<file path="src/rtl/core/sbc_pkg.sv">
// sbc_pkg: shared constants for the swept box collision pipeline.
// No dependencies.
package sbc_pkg;

  localparam int DT_W      = 16;
  localparam int TL_W      = 16;
  localparam int PRE_SHIFT = 14;
  localparam logic [DT_W-1:0] FT_RESET = 16'd1092;

endpackage

</file>
<file path="src/rtl/core/sbc_div.sv">
// sbc_div: pipelined restoring divider, one quotient bit per stage, giving
// floor(num * 2^(16+R) / den) clamped to +/-4.0. Uses sbc_pkg.
module sbc_div import sbc_pkg::*; #(
  parameter int NUM_W           = 26,
  parameter int DEN_W           = 40,
  parameter int RATIO_FRAC_BITS = 16
) (
  input  logic                             clk,
  input  logic                             en,
  input  logic signed [NUM_W-1:0]          num,
  input  logic                             den_neg,
  input  logic [DEN_W-1:0]                 den,
  output logic signed [RATIO_FRAC_BITS+4:0] ratio
);
  localparam int R     = RATIO_FRAC_BITS;
  localparam int STEPS = R + 2;
  localparam int Q_W   = R + 5;
  localparam int SH_W  = NUM_W + PRE_SHIFT;
  localparam int CMP_W = (SH_W > DEN_W ? SH_W : DEN_W) + 1;
  localparam logic signed [Q_W-1:0] LIM = Q_W'(4) <<< R;

  logic [NUM_W-1:0] un;
  logic [CMP_W-1:0] shn, dn;

  always_comb begin
    un  = num[NUM_W-1] ? (~num + 1'b1) : num;
    shn = CMP_W'({un, {PRE_SHIFT{1'b0}}});
    dn  = CMP_W'(den);
  end

  logic [DEN_W-1:0] rem [0:STEPS];
  logic [DEN_W-1:0] dv  [0:STEPS];
  logic [STEPS-1:0] q   [0:STEPS];
  logic             ng  [0:STEPS];
  logic             st  [0:STEPS];

  always_ff @(posedge clk) begin
    if (en) begin
      rem[0] <= shn[DEN_W-1:0];
      dv[0]  <= den;
      q[0]   <= '0;
      ng[0]  <= num[NUM_W-1] ^ den_neg;
      st[0]  <= (un != '0) && (shn >= dn);
    end
  end

  for (genvar k = 1; k <= STEPS; k++) begin : g_step
    logic [DEN_W:0] r2;
    logic           ge;
    always_comb begin
      r2 = {rem[k-1], 1'b0};
      ge = r2 >= {1'b0, dv[k-1]};
    end
    always_ff @(posedge clk) begin
      if (en) begin
        rem[k] <= ge ? DEN_W'(r2 - {1'b0, dv[k-1]}) : r2[DEN_W-1:0];
        dv[k]  <= dv[k-1];
        q[k]   <= {q[k-1][STEPS-2:0], ge};
        ng[k]  <= ng[k-1];
        st[k]  <= st[k-1];
      end
    end
  end

  logic signed [Q_W-1:0] qs;
  always_comb begin
    qs = $signed(Q_W'(q[STEPS]));
  end

  always_ff @(posedge clk) begin
    if (en) begin
      if (st[STEPS]) begin
        ratio <= ng[STEPS] ? -LIM : LIM;
      end else if (ng[STEPS]) begin
        ratio <= -qs - ((rem[STEPS] != '0) ? Q_W'(1) : Q_W'(0));
      end else begin
        ratio <= qs;
      end
    end
  end

endmodule

</file>
<file path="config.mk">
export PLATFORM = sky130hd
export DESIGN_NAME = sbc_div
export DESIGN_NICKNAME = d
export VERILOG_FILES = /design/src/rtl/core/sbc_pkg.sv /design/src/rtl/core/sbc_div.sv
export SDC_FILE = /design/constraint.sdc
export NUM_CORES = 2
export LEC_CHECK = 0
export BUFFER_PORTS_ARGS = -buffer_cell sky130_fd_sc_hd__buf_2
export CAP_MARGIN = 25
export CELL_PAD_IN_SITES_DETAIL_PLACEMENT = 1
export CELL_PAD_IN_SITES_GLOBAL_PLACEMENT = 1
export CORE_ASPECT_RATIO = 1.2
export CORE_MARGIN = 5
export CORE_UTILIZATION = 55
export CTS_CLUSTER_SIZE = 10
export DETAILED_ROUTE_END_ITERATION = 8
export PLACE_DENSITY = 0.95
export SYNTH_ARGS = -nofsm -noshare
export SYNTH_HDL_FRONTEND = slang
export SYNTH_SLANG_ARGS = --single-unit
</file>
<file path="constraint.sdc">
create_clock -name clk -period 6.3 [get_ports clk]
set_clock_uncertainty 0.1 [all_clocks]
set_input_delay 0 -clock clk [delete_from_list [all_inputs] [get_ports clk]]
set_output_delay 0 -clock clk [all_outputs]
set_load 0.05 [all_outputs]
</file>
==> impl_results.md <==
- Status: finished, final reports clean
- Crit. Startpoint: rem[11][2]
- Final Total Pwr: 61070 uW
- Clk sink count: 1696
- Seq/Total Area, Yosys: 0.4990
- Area delta synth->final: 9.965%
- Core region area: 0.1849 sq mm
- CTS tree: yes
- RD Place Congestion: around 0.98
- # DRC: 0
- Post-synth EDFFs: approximately 1700
- Post-DP HPWL: between 200000 and 300000 um
- I/O pins: 90
- Final Hold Viols: 0
- Final period utilization: 0.8343
- NumNets Final: 10751
- Post-CTS sizing: 0
- Reg-to-Reg End: rem[12][15]
- Antenna-violating nets left: 0
- Worst Hold Launch: en
- RSZ-0062 raised after global routing: false
- Starting density of the core: 0.5521
- Crit path max fanout: 41
- DRT Wirelength: 345700 um
- Worst-path clk slew: 0.06 ns
- Commonest cells after routing, fill and taps aside: edfxtp_1, inv_1, a21oi_1
- Slowest-stage cell, CP: a211oi_1
- Placed cell areas: 0.1055 sq mm
- Worst r2r src: rem[11][2]
- Drt pass-1 iters: 5
- Max-Cap Viols: 0
- Hold WS: 0.1067 ns
- PortBufs: 89
- Synth Flop Type: edfxtp_1
- P_leak: 0.04605 uW
- # fillers: approximately 19000
- Grt total ovfl: 0
- Root Buffer: clkbuf_16
- Top delay family on crit path: compound AO/OA/AOI/OAI gates
- Final setup violation count: 0
- Crit path launch type: flop
- Pins over their slew limit: 0
- Asr flop ratio synth: 0
- Post-layout util: 0.6071
- Worst endpoint data arrival time: approximately 5.8 ns
- WP buf/inv: 2
- Chip Width: 403.2 um
- FF+latch count, synth: 1696
- Cells along the critical path: ha_1 > o21ai_0 > a21oi_1 > o21ai_0 > a211oi_1 > o2111ai_1 > buf_4 > a2111oi_0 > nor2_1 > o31ai_1 > a211o_1 > buf_4 > mux2_2
- Distinct cells, synth: 93
- Worst-Skew Late Latency: 0.88 ns
- Worst r2r path cells: 13
- Fmax achieved: 0.1903 GHz
- Largest net degree at the start of global routing: 192
- DRT iter0 DRCs: 5150
- Vias: 79351
- CTS buffer count: 192
- Die boundary height: 481.9 um
- Commonest non-fill, non-tap cell in the layout: edfxtp_1
- Crit path time final: 5.256 ns
- Final setup TNS: 0 ns
- Avg Vias per Cell: 6.383
- FP Rows: approximately 170
- Layout cells sized above 1: 0.07226
- Worst Hold Depth: 2
- Reg-to-reg setup timing slack: between 1 and 1.5 ns
- Clock Tree Buf Depth: 3
- Initial antenna violation count: 7
- Post-Synthesis Cells: 9704
- First-pass GRT wire length: 521800 um
- Worst VDD drop: 266.9 uV
- Slew @ Worst Pin: between 1 and 1.5 ns
- HP Class: in2reg
- Worst hold endpoint: dv[0][34]
- Mapped cell area: about 0.10 sq mm
- Avg WL per Cell: 27.81 um
- Post-CTS Setup Repair Bufs: 0
- Critical path class: reg2reg
- Largest stage delay, worst path: around 0.7 ns
- Rel. slew slack: 0.2002
- Crit end category: flop
- GR Util All Layers: 0.3502
- Cell Pwr Density: around 540 mW/mm^2
- Syn. warnings: 0
- Maximum level of the CTS H-tree: 4
- Die footprint: just under 0.2 sq mm
- Number of global-route vias before repair: 88932
- Hold Buf Count CTS: 140
- Layout Cell Area excl Fill: 0.1122 sq mm
- Worst Path Required: 6.81 ns
- Mapped Nets: 10544
- Synth Area per Inst: 10.52 sq um
## synthesized netlist by cell type, drive strengths merged (57+ instances only)
master,instances,area share
nand4,161,0.0099
nand2b,104,0.0064
a21oi,961,0.047
a21o,389,0.029
xor2,277,0.024
and2,71,0.0044
xnor2,386,0.033
o21a,70,0.0051
and3,69,0.0042
nand2,729,0.027
o21ai,617,0.030
ha,754,0.092
nor4,57,0.0035
clkbuf,254,0.0093
edfxtp,1696,0.50
a31oi,96,0.0060
nand3,157,0.0077
nor2,627,0.023
o31ai,57,0.0043
o21bai,138,0.010
mux2,227,0.025
nor3,106,0.0052
nor2b,92,0.0056
inv,965,0.035
## cells by family after synthesis
family | synth area share
buffers and inverters | 0.04726
muxes | 0.02809
DFF | 0.4990
xor gates and xnor gates | 0.05689
adders and majority gates | 0.09577
AOI/OAI and AO/OA | 0.1674
and+or+nand+nor | 0.1056
## how the worst max path moves through the flow
stage,depth (start not counted),endpoint,slack [ns]
final,13,rem[12][15],1.04
after detailed placement,17,ratio[13],1.26
after global routing,13,rem[12][15],0.94
after CTS,17,ratio[13],1.04
after global placement,11,rem[9][3],0.12
after floorplan,12,rem[7][35],2.78
## per-stage QoR
step	cells	setup WS, ns
after detailed placement	12023	1.263
after global routing	12430	0.9444
after global placement	12020	0.1161
after floorplan	9704	2.778
after CTS	12410	1.035
final	12432	1.044
## power breakdown
part | total, uW | internal [uW] | switching, uW
sequential | 19000 | 17100 | 1950
clock | 10100 | 5500 | 4650
combinational | 31900 | 12200 | 19700
## sequential cells by signal (all words and copies together), names as in the netlist
register  count
st           19
dv          720
q           171
ng           19
rem         746
ratio        21
## per-layer routing
metal,wire length [um],share of wire,track usage
met1,101200,0.29,0.2890
met2,189500,0.55,0.6849
met3,12130,0.035,0.04279
met4,42900,0.12,0.3590
met5,0,0,0
## final cells by class
cell class / instances / area [sq um] / area share
Antenna cell: 18 / 45.04 / 0.0004013
Clock buffer: 222 / 4938 / 0.04400
Clock inverter: 25 / 356.6 / 0.003177
Inverter: 965 / 3622 / 0.03227
Multi-Input combinational cell: 6734 / 46510 / 0.4144
Sequential cell: 1696 / 50930 / 0.4538
Tap cell: 2450 / 3065 / 0.02731
Timing Repair Buffer: 322 / 2769 / 0.02467
No activity file was read; power rests on OpenSTA's default activity.
