`src/rtl/core/sbc_pkg.sv`:
```
// sbc_pkg: shared constants for the swept box collision pipeline.
// No dependencies.
package sbc_pkg;

  localparam int DT_W      = 16;
  localparam int TL_W      = 16;
  localparam int PRE_SHIFT = 14;
  localparam logic [DT_W-1:0] FT_RESET = 16'd1092;

endpackage

```
`src/rtl/core/sbc_front.sv`:
```
// sbc_front: two register stages; center/size sums, relative velocity,
// edge gaps, entry/exit selection and divisor magnitude. Uses sbc_pkg.
module sbc_front import sbc_pkg::*; #(
  parameter int COORD_WIDTH = 24
) (
  input  logic                           clk,
  input  logic                           en,
  input  logic [DT_W-1:0]                dt,
  input  logic signed [COORD_WIDTH-1:0]  tgt_x,
  input  logic signed [COORD_WIDTH-1:0]  tgt_y,
  input  logic [COORD_WIDTH-3:0]         tgt_w,
  input  logic [COORD_WIDTH-3:0]         tgt_h,
  input  logic signed [COORD_WIDTH-1:0]  tgt_vx,
  input  logic signed [COORD_WIDTH-1:0]  tgt_vy,
  input  logic signed [COORD_WIDTH-1:0]  oth_x,
  input  logic signed [COORD_WIDTH-1:0]  oth_y,
  input  logic [COORD_WIDTH-3:0]         oth_w,
  input  logic [COORD_WIDTH-3:0]         oth_h,
  input  logic signed [COORD_WIDTH-1:0]  oth_vx,
  input  logic signed [COORD_WIDTH-1:0]  oth_vy,
  output logic signed [COORD_WIDTH+1:0]  dxe,
  output logic signed [COORD_WIDTH+1:0]  dxx,
  output logic signed [COORD_WIDTH+1:0]  dye,
  output logic signed [COORD_WIDTH+1:0]  dyx,
  output logic [COORD_WIDTH+DT_W-1:0]    udx,
  output logic [COORD_WIDTH+DT_W-1:0]    udy,
  output logic                           rvx_neg,
  output logic                           rvy_neg,
  output logic                           unbx,
  output logic                           unby,
  output logic signed [COORD_WIDTH-1:0]  tx,
  output logic signed [COORD_WIDTH-1:0]  ty,
  output logic signed [COORD_WIDTH-1:0]  tvx,
  output logic signed [COORD_WIDTH-1:0]  tvy
);
  localparam int P    = COORD_WIDTH;
  localparam int T_W  = P + 3;
  localparam int UD_W = P + DT_W;

  logic signed [P:0]   cx, cy, rvx, rvy;
  logic [P-2:0]        sx, sy;
  logic signed [P-1:0] tx1, ty1, tvx1, tvy1;

  always_ff @(posedge clk) begin
    if (en) begin
      cx   <= $signed({oth_x[P-1], oth_x}) - $signed({tgt_x[P-1], tgt_x});
      cy   <= $signed({oth_y[P-1], oth_y}) - $signed({tgt_y[P-1], tgt_y});
      rvx  <= $signed({tgt_vx[P-1], tgt_vx}) - $signed({oth_vx[P-1], oth_vx});
      rvy  <= $signed({tgt_vy[P-1], tgt_vy}) - $signed({oth_vy[P-1], oth_vy});
      sx   <= {1'b0, tgt_w} + {1'b0, oth_w};
      sy   <= {1'b0, tgt_h} + {1'b0, oth_h};
      tx1  <= tgt_x;
      ty1  <= tgt_y;
      tvx1 <= tgt_vx;
      tvy1 <= tgt_vy;
    end
  end

  logic signed [T_W-1:0] twox, twoy, sxe, sye, xlo_t, xhi_t, ylo_t, yhi_t;
  logic [P:0]            magx, magy;
  logic [UD_W:0]         udx_full, udy_full;
  logic                  rvx_pos, rvy_pos;

  always_comb begin
    twox  = {cx[P], cx, 1'b0};
    twoy  = {cy[P], cy, 1'b0};
    sxe   = {4'b0, sx};
    sye   = {4'b0, sy};
    xlo_t = twox - sxe;
    xhi_t = twox + sxe;
    ylo_t = twoy - sye;
    yhi_t = twoy + sye;
    rvx_pos = !rvx[P] && (rvx != '0);
    rvy_pos = !rvy[P] && (rvy != '0);
    magx = rvx[P] ? (~rvx + 1'b1) : rvx;
    magy = rvy[P] ? (~rvy + 1'b1) : rvy;
    udx_full = magx * dt;
    udy_full = magy * dt;
  end

  always_ff @(posedge clk) begin
    if (en) begin
      dxe     <= rvx_pos ? xlo_t[T_W-1:1] : xhi_t[T_W-1:1];
      dxx     <= rvx_pos ? xhi_t[T_W-1:1] : xlo_t[T_W-1:1];
      dye     <= rvy_pos ? ylo_t[T_W-1:1] : yhi_t[T_W-1:1];
      dyx     <= rvy_pos ? yhi_t[T_W-1:1] : ylo_t[T_W-1:1];
      udx     <= udx_full[UD_W-1:0];
      udy     <= udy_full[UD_W-1:0];
      rvx_neg <= rvx[P];
      rvy_neg <= rvy[P];
      unbx    <= (tvx1 == '0) || (rvx == '0) || (dt == '0);
      unby    <= (tvy1 == '0) || (rvy == '0) || (dt == '0);
      tx      <= tx1;
      ty      <= ty1;
      tvx     <= tvx1;
      tvy     <= tvy1;
    end
  end

endmodule

```
`config.mk`:
```
export PLATFORM = sky130hd
export DESIGN_NAME = sbc_front
export DESIGN_NICKNAME = d
export VERILOG_FILES = /design/src/rtl/core/sbc_pkg.sv /design/src/rtl/core/sbc_front.sv
export SDC_FILE = /design/constraint.sdc
export NUM_CORES = 2
export LEC_CHECK = 0
export ABC_CLOCK_PERIOD_IN_PS = 18250
export BUFFER_PORTS_ARGS = -buffer_cell sky130_fd_sc_hd__buf_2
export CAP_MARGIN = 30
export CELL_PAD_IN_SITES_DETAIL_PLACEMENT = 1
export CELL_PAD_IN_SITES_GLOBAL_PLACEMENT = 1
export CORE_ASPECT_RATIO = 0.7
export CORE_UTILIZATION = 52
export DETAILED_ROUTE_END_ITERATION = 12
export HOLD_SLACK_MARGIN = 0.03
export PLACE_DENSITY_LB_ADDON = 0.1
export SYNTH_ARGS = -nofsm -noshare
export SYNTH_HDL_FRONTEND = slang
export SYNTH_SLANG_ARGS = --single-unit
export TNS_END_PERCENT = 100
```
`constraint.sdc`:
```
create_clock -name clk -period 18.25 [get_ports clk]
set_input_delay 3.65 -clock clk [delete_from_list [all_inputs] [get_ports clk]]
set_output_delay 3.65 -clock clk [all_outputs]
set_load 0.02 [all_outputs]
```
==> impl_metrics.toml <==
[hold_path]
min_path_type = "reg2reg"

[drt]
ant_nets = 0
wl_per_cell_um = 22.0
first_pass_iters = 5
drc = 0
wirelength_um = 164000
drt_iter0_markers = 2671
routed_via_density = 5.62
num_vias = 42000

[die]
die_w_um = 390
start_util = 0.526
die-area_mm2 = 0.107
core_mm2 = 0.104
row_count = 99
die_h_um = 274
ios = 582

[logic_synthesis]
synth_cell_types = 84
syn_inst = 5490
syn_avg_cell_area_um2 = 10.0
yosysSeqAreaShare = 0.288
syn_nets = 6884
ys_warn_count = 0
synth_ff_type = "edfxtp_1"
ys_seq_elements = 526
synthArstFlopShare = 0
netlist_area_mm2 = 0.0549
synth_edf_count = 526

[global_routing]
track_usage = 0.307
antenna_found_initial = 25
first_global_vias = 45500
grt_pass1_wl_um = 256000
grt_max_degree = 130
grt_overflow_total = 0

[placement]
detailed_place.area_mm2 = 0.0597
place_hpwl_um = 127000
gp_congestion = 0.926
io_buffers = 581
dp.cells = 7346

[cts]
cts_tree = "built"
clock_path_buffers = 3
cts.sinks = 526
cts_resized = 0
clkTransAtPathRegs_ns = 0.07
cts_root_buffer = "clkbuf_16"
holdBufCountCts = 0
cts_setup_buffers = 0
clock_latency_ns = 0.66
cts_buffers = 56
h-tree-depth = 2

[final_layout]
final_util = 0.592
layout-drive-gt1-share = 0.138
fin_cells = 7470
areaGrowthSynthToFinish_pct = 12.7
most-common-layout-cells = "inv_1, fa_1, nand2_1"
layout.nets = 7392
n_fill_cell = 11700
final_common_cell = "inv_1"
fin_area_mm2 = 0.0618

[critical_path]
worst-path-max-fanout = 51
crit_chain = "buf_2 -> buf_4 -> nand2_1 -> fa_1 -> fa_1 -> inv_1 -> fa_1 -> inv_1 -> fa_1 -> fa_1 -> fa_1 -> inv_1 -> ha_1 -> and2_1 -> o21a_1 -> a31oi_1 -> o31ai_1 -> o211a_1 -> o211ai_1 -> a21oi_1 -> mux2i_1 -> nand4_1"
endpoint_kind = "flop"
crit_type = "in2reg"
crit_slowest_cell = "o31ai_1"
cpPeakStageDelay_ns = 0.84
required_ns = 18.62
crit_top_cell = "fa_1"
startpoint_type = "input pin"
critPathArrivalTime_ns = 10.72

[sta]
drv_slew = 0
slew_headroom = 0.299
timing.fmax_mhz = 96.6
hold_viol = 0
finalSetupViolCount = 0
worst_pin_slew_ns = 1.04
fin_skew_ns = 0.0363
setup-tns-final_ns = 0
rsz0062_at_grt = "false"
period_minus_slack_ns = 10.35
period_share = 0.567

[run_status]
status = "complete, no violations"

[run]
drv_cap = 0
[flip-flops by register name, indices dropped and copies added (netlist names), 23 cells and up]
signal	count
cx	25
cy	25
dxe	26
dxx	26
dye	26
dyx	26
rvx	25
rvy	25
sx	23
sy	23
tvx	24
tvx1	24
tvy	24
tvy1	24
tx	24
tx1	24
ty	24
ty1	24
udx	40
udy	40
[cells by family after synthesis]
family	Yosys count	share of synthesized area
AO/OA/AOI/OAI	794	0.0946
XOR/XNOR	314	0.0502
adder cells (fa/ha/maj)	1096	0.338
buffers and inverters	1161	0.0797
flip-flops	526	0.288
multiplexers	51	0.00934
AND/OR/NAND/NOR	1548	0.140
[Yosys cell counts (12+ instances only)]
| library cell | n | area, um^2 |
|---|---|---|
| a211oi_1 | 23 | 173 |
| a21boi_0 | 12 | 90.1 |
| a21o_1 | 93 | 698 |
| a21oi_1 | 217 | 1090 |
| a31oi_1 | 29 | 181 |
| and2_1 | 340 | 2130 |
| and3_1 | 22 | 138 |
| clkbuf_1 | 187 | 702 |
| edfxtp_1 | 526 | 15800 |
| fa_1 | 648 | 13000 |
| ha_1 | 448 | 5610 |
| inv_1 | 953 | 3580 |
| mux2i_1 | 49 | 490 |
| nand2_1 | 594 | 2230 |
| nand2b_1 | 55 | 344 |
| nand3_1 | 53 | 265 |
| nand4_1 | 29 | 181 |
| nor2_1 | 209 | 785 |
| nor2b_1 | 43 | 269 |
| nor3_1 | 61 | 305 |
| nor4_1 | 27 | 169 |
| o211ai_1 | 26 | 195 |
| o21a_1 | 40 | 300 |
| o21ai_0 | 154 | 771 |
| o21bai_1 | 51 | 383 |
| o31ai_1 | 26 | 195 |
| o41ai_1 | 12 | 105 |
| or2_2 | 22 | 138 |
| or3_1 | 24 | 150 |
| xnor2_1 | 255 | 2230 |
| xor2_1 | 58 | 508 |
[through the flow]
| stage | worst slack (ns) | hold WS [ns] |
|---|---|---|
| after CTS | 7.99 | 0.419 |
| after floorplan | 8.39 | 0.400 |
| after global placement | 7.46 | 0.400 |
| final | 7.90 | 0.405 |
| after detailed placement | 7.33 | 0.405 |
| after global routing | 7.63 | 0.424 |
[layout make-up]
class | instances | area [um^2] | area share
diodes | 12 | 30.0 | 0.000486
inverters | 955 | 3580 | 0.0580
clock buffers | 64 | 1430 | 0.0231
multi-input cells | 3803 | 35000 | 0.566
well taps | 1414 | 1770 | 0.0286
repair buffers | 656 | 3690 | 0.0597
clock inverters | 40 | 561 | 0.00906
flip-flops and latches | 526 | 15800 | 0.255
[worst paths after layout]
kind / startpoint / end / slack, ns / depth (start not counted)
max: dt[1] / udx[39] / 7.90 / 22
min: ty1[18] / ty[18] / 0.41 / 0
max reg2reg: rvy[0] / udy[38] / 8.80 / 25
min reg2reg: ty1[18] / ty[18] / 0.41 / 0
[metal layers]
layer,track usage,part of all wire
met1,0.416,0.43
met2,0.513,0.48
met3,0.0505,0.058
met4,0.0820,0.027
met5,0,0.00032
[critical path, delay by kind of cell]
family | cells | cell delay [ns]
AO/OA/AOI/OAI | 6 | 2.00
buffers and inverters | 5 | 0.80
multiplexers | 1 | 0.24
adder cells (fa/ha/maj) | 7 | 3.47
AND/OR/NAND/NOR | 3 | 0.52
Power is not shown: default switching activity piles up to over one toggle a cycle in this logic, so the estimate is an artifact.
