$ cat src/rtl/core/sbc_pkg.sv
// sbc_pkg: shared constants for the swept box collision pipeline.
// No dependencies.
package sbc_pkg;

  localparam int DT_W      = 16;
  localparam int TL_W      = 16;
  localparam int PRE_SHIFT = 14;
  localparam logic [DT_W-1:0] FT_RESET = 16'd1092;

endpackage

$ cat src/rtl/core/sbc_back.sv
// sbc_back: four register stages; hit decision, push, time left and
// contact point with split multiplies, saturation. Uses sbc_pkg.
module sbc_back import sbc_pkg::*; #(
  parameter int COORD_WIDTH     = 24,
  parameter int RATIO_FRAC_BITS = 16
) (
  input  logic                               clk,
  input  logic                               en,
  input  logic [DT_W-1:0]                    dt,
  input  logic signed [RATIO_FRAC_BITS+4:0]  qxe,
  input  logic signed [RATIO_FRAC_BITS+4:0]  qxx,
  input  logic signed [RATIO_FRAC_BITS+4:0]  qye,
  input  logic signed [RATIO_FRAC_BITS+4:0]  qyx,
  input  logic signed [COORD_WIDTH+1:0]      dxe,
  input  logic signed [COORD_WIDTH+1:0]      dye,
  input  logic [COORD_WIDTH+DT_W-1:0]        udx,
  input  logic [COORD_WIDTH+DT_W-1:0]        udy,
  input  logic                               rvx_neg,
  input  logic                               rvy_neg,
  input  logic                               unbx,
  input  logic                               unby,
  input  logic signed [COORD_WIDTH-1:0]      tx,
  input  logic signed [COORD_WIDTH-1:0]      ty,
  input  logic signed [COORD_WIDTH-1:0]      tvx,
  input  logic signed [COORD_WIDTH-1:0]      tvy,
  output logic                               hit,
  output logic                               hit_axis,
  output logic signed [COORD_WIDTH-1:0]      push_x,
  output logic signed [COORD_WIDTH-1:0]      push_y,
  output logic [RATIO_FRAC_BITS:0]           entry_ratio,
  output logic [TL_W-1:0]                    time_left,
  output logic signed [COORD_WIDTH-1:0]      contact_x,
  output logic signed [COORD_WIDTH-1:0]      contact_y,
  output logic signed [COORD_WIDTH:0]        gap_x,
  output logic signed [COORD_WIDTH:0]        gap_y
);
  localparam int P     = COORD_WIDTH;
  localparam int R     = RATIO_FRAC_BITS;
  localparam int Q_W   = R + 5;
  localparam int G_W   = P + 2;
  localparam int UD_W  = P + DT_W;
  localparam int H     = UD_W / 2;
  localparam int SUM_W = UD_W + R + 1;
  localparam int TP_W  = DT_W + R + 1;
  localparam logic signed [Q_W-1:0] ONE = Q_W'(1) <<< R;
  localparam logic signed [Q_W-1:0] INF = Q_W'(8) <<< R;

  // stage 1: decision
  logic signed [Q_W-1:0] rxe, rxx, rye, ryx, re_c, rx_c;
  logic                  miss_c, xwin;
  logic signed [G_W-1:0] pg;
  logic signed [P-1:0]   pv;
  logic signed [P:0]     pvx, pav, pval;
  logic signed [P-1:0]   psat;
  logic signed [P:0]     gxs, gys;

  always_comb begin
    rxe = unbx ? -INF : qxe;
    rxx = unbx ?  INF : qxx;
    rye = unby ? -INF : qye;
    ryx = unby ?  INF : qyx;
    xwin = rxe > rye;
    re_c = xwin ? rxe : rye;
    rx_c = (rxx < ryx) ? rxx : ryx;
    miss_c = (re_c > rx_c) || (rxe < 0 && rye < 0) || (rxe > ONE) || (rye > ONE);
    pg  = xwin ? dxe : dye;
    pv  = xwin ? tvx : tvy;
    pvx = {pv[P-1], pv};
    pav = pv[P-1] ? -pvx : pvx;
    if (pg == '0) begin
      pval = -pvx;
    end else if (pg < 0) begin
      pval = pav;
    end else begin
      pval = -pav;
    end
    if (pval[P] != pval[P-1]) begin
      psat = {pval[P], {(P-1){~pval[P]}}};
    end else begin
      psat = pval[P-1:0];
    end
    gxs = (dxe[G_W-1] != dxe[G_W-2]) ? {dxe[G_W-1], {P{~dxe[G_W-1]}}} : dxe[P:0];
    gys = (dye[G_W-1] != dye[G_W-2]) ? {dye[G_W-1], {P{~dye[G_W-1]}}} : dye[P:0];
  end

  logic                  hit1, axis1, nx1, ny1;
  logic signed [Q_W-1:0] re1;
  logic signed [P-1:0]   push1, tx1, ty1;
  logic signed [P:0]     gx1, gy1;
  logic [UD_W-1:0]       udx1, udy1;

  always_ff @(posedge clk) begin
    if (en) begin
      hit1  <= !miss_c;
      axis1 <= !xwin;
      re1   <= re_c;
      push1 <= psat;
      gx1   <= gxs;
      gy1   <= gys;
      udx1  <= udx;
      udy1  <= udy;
      nx1   <= rvx_neg;
      ny1   <= rvy_neg;
      tx1   <= tx;
      ty1   <= ty;
    end
  end

  // stage 2: products
  logic [R:0]             rmag, rrem;
  logic                   hit2, axis2, nx2, ny2;
  logic [R:0]             re2;
  logic signed [P-1:0]    push2, tx2, ty2;
  logic signed [P:0]      gx2, gy2;
  logic [TP_W-1:0]        tp2;
  logic [UD_W-H+R:0]      pax2, pay2;
  logic [H+R:0]           pbx2, pby2;

  always_comb begin
    rmag = re1[R:0];
    rrem = ONE[R:0] - rmag;
  end

  always_ff @(posedge clk) begin
    if (en) begin
      hit2  <= hit1;
      axis2 <= axis1;
      nx2   <= nx1;
      ny2   <= ny1;
      re2   <= rmag;
      push2 <= push1;
      tx2   <= tx1;
      ty2   <= ty1;
      gx2   <= gx1;
      gy2   <= gy1;
      tp2   <= dt * rrem;
      pax2  <= udx1[UD_W-1:H] * rmag;
      pay2  <= udy1[UD_W-1:H] * rmag;
      pbx2  <= udx1[H-1:0] * rmag;
      pby2  <= udy1[H-1:0] * rmag;
    end
  end

  // stage 3: displacement
  logic [SUM_W-1:0]       sumx, sumy;
  logic                   hit3, axis3, nx3, ny3;
  logic [R:0]             re3;
  logic signed [P-1:0]    push3, tx3, ty3;
  logic signed [P:0]      gx3, gy3;
  logic [TL_W-1:0]        tl3;
  logic [P:0]             dispx3, dispy3;

  always_comb begin
    sumx = (SUM_W'(pax2) << H) + SUM_W'(pbx2);
    sumy = (SUM_W'(pay2) << H) + SUM_W'(pby2);
  end

  always_ff @(posedge clk) begin
    if (en) begin
      hit3   <= hit2;
      axis3  <= axis2;
      nx3    <= nx2;
      ny3    <= ny2;
      re3    <= re2;
      push3  <= push2;
      tx3    <= tx2;
      ty3    <= ty2;
      gx3    <= gx2;
      gy3    <= gy2;
      tl3    <= tp2[R+TL_W-1:R];
      dispx3 <= sumx[SUM_W-1:R+DT_W];
      dispy3 <= sumy[SUM_W-1:R+DT_W];
    end
  end

  // stage 4: contact and output register
  logic signed [P+1:0] cxs, cys, txe, tye, dxs, dys;
  logic signed [P-1:0] cxq, cyq;

  always_comb begin
    txe = {{2{tx3[P-1]}}, tx3};
    tye = {{2{ty3[P-1]}}, ty3};
    dxs = {1'b0, dispx3};
    dys = {1'b0, dispy3};
    cxs = nx3 ? txe - dxs : txe + dxs;
    cys = ny3 ? tye - dys : tye + dys;
    if ((cxs[P+1] != cxs[P]) || (cxs[P] != cxs[P-1])) begin
      cxq = {cxs[P+1], {(P-1){~cxs[P+1]}}};
    end else begin
      cxq = cxs[P-1:0];
    end
    if ((cys[P+1] != cys[P]) || (cys[P] != cys[P-1])) begin
      cyq = {cys[P+1], {(P-1){~cys[P+1]}}};
    end else begin
      cyq = cys[P-1:0];
    end
  end

  always_ff @(posedge clk) begin
    if (en) begin
      hit   <= hit3;
      gap_x <= gx3;
      gap_y <= gy3;
      if (hit3) begin
        hit_axis    <= axis3;
        push_x      <= axis3 ? '0 : push3;
        push_y      <= axis3 ? push3 : '0;
        entry_ratio <= re3;
        time_left   <= tl3;
        contact_x   <= cxq;
        contact_y   <= cyq;
      end else begin
        hit_axis    <= 1'b0;
        push_x      <= '0;
        push_y      <= '0;
        entry_ratio <= ONE[R:0];
        time_left   <= '1;
        contact_x   <= '0;
        contact_y   <= '0;
      end
    end
  end

endmodule

$ cat config.mk
export PLATFORM = sky130hd
export DESIGN_NAME = sbc_back
export DESIGN_NICKNAME = d
export VERILOG_FILES = /design/src/rtl/core/sbc_pkg.sv /design/src/rtl/core/sbc_back.sv
export SDC_FILE = /design/constraint.sdc
export NUM_CORES = 2
export LEC_CHECK = 0
export ABC_AREA = 1
export BUFFER_PORTS_ARGS = -buffer_cell sky130_fd_sc_hd__buf_2
export CAP_MARGIN = 0
export CORE_MARGIN = 2
export CORE_UTILIZATION = 35
export CTS_BUF_LIST = sky130_fd_sc_hd__clkbuf_4 sky130_fd_sc_hd__clkbuf_8
export DETAILED_ROUTE_END_ITERATION = 10
export SETUP_SLACK_MARGIN = 0.1
export SLEW_MARGIN = 20
export SYNTH_ARGS = -nofsm -noshare
export SYNTH_HDL_FRONTEND = slang
export SYNTH_SLANG_ARGS = --single-unit
$ cat constraint.sdc
create_clock -name clk -period 9.5 [get_ports clk]
set_input_delay 0.95 -clock clk [delete_from_list [all_inputs] [get_ports clk]]
set_output_delay 0.95 -clock clk [all_outputs]
set_load 0.02 [all_outputs]
==> impl_metrics.py <==
metrics = {
    "setup_path": {
        "critPathMaxFanout": 9,
        "cpMostUsedCell": "fa_1",
        "r2r_end": "tp2[27]",
        "crit_path_end_kind": "register",
        "reg2reg_from": "re1[0]",
        "crit_arrival_ps": 8430,
        "reg2reg_depth": 27,
        "timing.reg2reg.setup_slack_ps": 1760,
        "startpoint_type": "register",
        "critPathKind": "register to register",
        "critPathMaxStageDelay_ps": 530,
        "slowest_stage": "fa_1",
        "required_ps": 10190,
    },
    "placement": {
        "place.gp.congestion": 0.911,
        "post_dp_cell_area_um2": 96200,
        "io_buffers": 514,
        "dp_hpwl_mm": 175,
    },
    "layout": {
        "seqCellArea_um2": 26400,
        "area_growth_pct": 10.6,
        "drive_above_1_share_pct": 9.09,
        "final_net_count": 12500,
        "fill_cells": 25700,
        "final_cell_mix": "inv_1, nand2_1, fa_1",
        "stdcell_area_um2": 99800,
        "multi_input_area_um2": 52900,
        "final_common_cell": "inv_1",
    },
    "drt": {
        "wl_mm": 235,
        "drt-vias-per-instance": 4.66,
        "ant_nets": 0,
        "drt_iter0_drc": 3943,
        "vias": 63700,
        "drc": 0,
        "avgRoutedWirePerCell_um": 17.2,
        "drtPass1Iterations": 6,
    },
    "clocking": {
        "cts_hold_buf": 0,
        "cts_sinks": 880,
        "root_buffer": "clkbuf_8",
        "cts_tree": "built",
        "cts_made_buffers": 168,
        "htree_levels": 4,
        "path_clk_slew_ps": 60,
        "clk_latency_ps": 950,
        "cts_setup_buffers": 0,
        "cts_buffer_depth": 4,
        "ctsResizeCount": 0,
    },
    "timing": {
        "maxSlewViolCount": 0,
        "fin_skew_ps": 87.5,
        "finalCriticalPeriod_ps": 7740,
        "fin_crit_sh_pct": 81.4,
        "fmax_ghz": 0.129,
        "rsz0062_at_grt": "no",
        "setup_tns_ps": 0,
        "slew_headroom_pct": 23.6,
        "timing_worst_slew_pin_value_ps": 1150,
        "hold_viol_final": 0,
        "finalSetupViolations": 0,
    },
    "grt": {
        "grt_pass1_vias": 65700,
        "grt_max_degree": 194,
        "track_usage_pct": 18.1,
        "grt_overflow_total": 0,
        "antenna_found_initial": 28,
        "grt_pass1_wl_mm": 371,
    },
    "synth": {
        "synthDistinctLibCells": 57,
        "ys_warn_count": 0,
        "synth-main-ff-cell": "edfxtp_1",
        "synthCells": 9806,
        "ys_ff_latch": 880,
        "yosysSeqAreaShare_pct": 29.3,
        "syn_nets": 12100,
        "synth_edf_count": 880,
        "async_reset_ff_share_pct": 0,
        "syn_area_per_cell_um2": 9.20,
        "synth_area_um2": 90200,
    },
    "floorplanning": {
        "rows": 186,
        "start_util_pct": 35.2,
        "die_w_um": 512,
        "core-area_um2": 256000,
        "ios": 515,
        "die_h_um": 512,
        "die_area_um2": 262000,
    },
    "outcome": {
        "status": "complete, no violations",
    },
    "job": {
        "maxCapViolations": 0,
    },
    "hold_path": {
        "holdPathEnd": "ty1[13]",
        "hold_depth": 1,
        "worstHoldStart": "ty[13]",
        "hold_path_class": "input pin to register",
    },
}
[final cells by class]
cell class	instances	share of cell area, %
antenna	9	0.0226
clock buffer	198	2.56
clock inverter	93	0.971
inverter	2471	9.30
multi-input combinational	6027	53.0
sequential	880	26.5
tap	3384	4.24
timing repair buffer	605	3.45
[cells by family after synthesis]
logic type | count (synthesis) | synth area share (%)
fa+ha+maj | 1973 | 38.0
simple gates | 3126 | 13.8
compound gates | 652 | 4.02
flops | 880 | 29.3
buf+inv | 2899 | 12.1
mux | 1 | 0.0111
xor+xnor | 275 | 2.67
[registers in the layout, indices dropped and copies added, names as in the netlist, 37 cells and up]
signal  count
pay2       37
udx1       40
pax2       37
udy1       40
[through the flow]
| stage | worst slack [ps] | std cells | utilization, % | hold WS [ps] |
|---|---|---|---|---|
| floorplan | 2170 | 9806 | - | 400 |
| global placement | 1820 | 13400 | 37.5 | 400 |
| detailed placement | 1780 | 13400 | 37.5 | 405 |
| CTS | 1770 | 13700 | 38.9 | 12.8 |
| global route | 1190 | 13700 | 38.9 | 47.4 |
| finish | 1760 | 13700 | 38.9 | 132 |
[metal layers]
metal / up-vias / wire length (um) / GRT usage, % / share of wire, %
met5: - / 66 / 0 / 0.028
met4: 10 / 7190 / 5.58 / 3.1
met3: 348 / 15300 / 3.17 / 6.5
met2: 1839 / 107000 / 29.1 / 45
met1: 31200 / 106000 / 24.8 / 45
li1: 30300 / - / - / -
[Yosys cell counts (all sizes together), types with 20 or more instances]
| master | instances | area [um^2] |
|---|---|---|
| clkbuf | 391 | 1470 |
| nand4 | 80 | 507 |
| nand2 | 2329 | 8770 |
| nor2 | 419 | 1610 |
| buf | 37 | 203 |
| fa | 1280 | 25600 |
| xnor2 | 101 | 885 |
| edfxtp | 880 | 26400 |
| ha | 693 | 8670 |
| nand3 | 200 | 1010 |
| o21ai | 201 | 1020 |
| a31oi | 25 | 156 |
| inv | 2463 | 9250 |
| nor4 | 20 | 125 |
| nor3 | 35 | 175 |
| xor2 | 174 | 1520 |
| or2 | 31 | 194 |
| a21oi | 316 | 1580 |
[worst max-delay path: cells and delay by family, from the launching register on]
kind	cells	cell delay (ps)
AOI/OAI and AO/OA	6	1500
xor gates and xnor gates	1	70
adders and majority gates	8	3420
buffers and inverters	6	860
DFF	1	410
and+or+nand+nor	6	1210
[how the worst max path moves through the flow]
stage                       from      end  slack (ps)  cells past startpoint
after floorplan           re1[1]  tp2[27]        2170                     34
after detailed placement  re1[1]  tp2[27]        1780                     32
after global routing      re1[4]  tp2[27]        1190                     29
final                     re1[0]  tp2[27]        1760                     27
after global placement    re1[1]  tp2[27]        1820                     32
after CTS                 re1[1]  tp2[27]        1770                     32
Power is left out: the tool's default activity adds up to more than one toggle a clock period on the data nets, which glitch-free logic cannot reach.
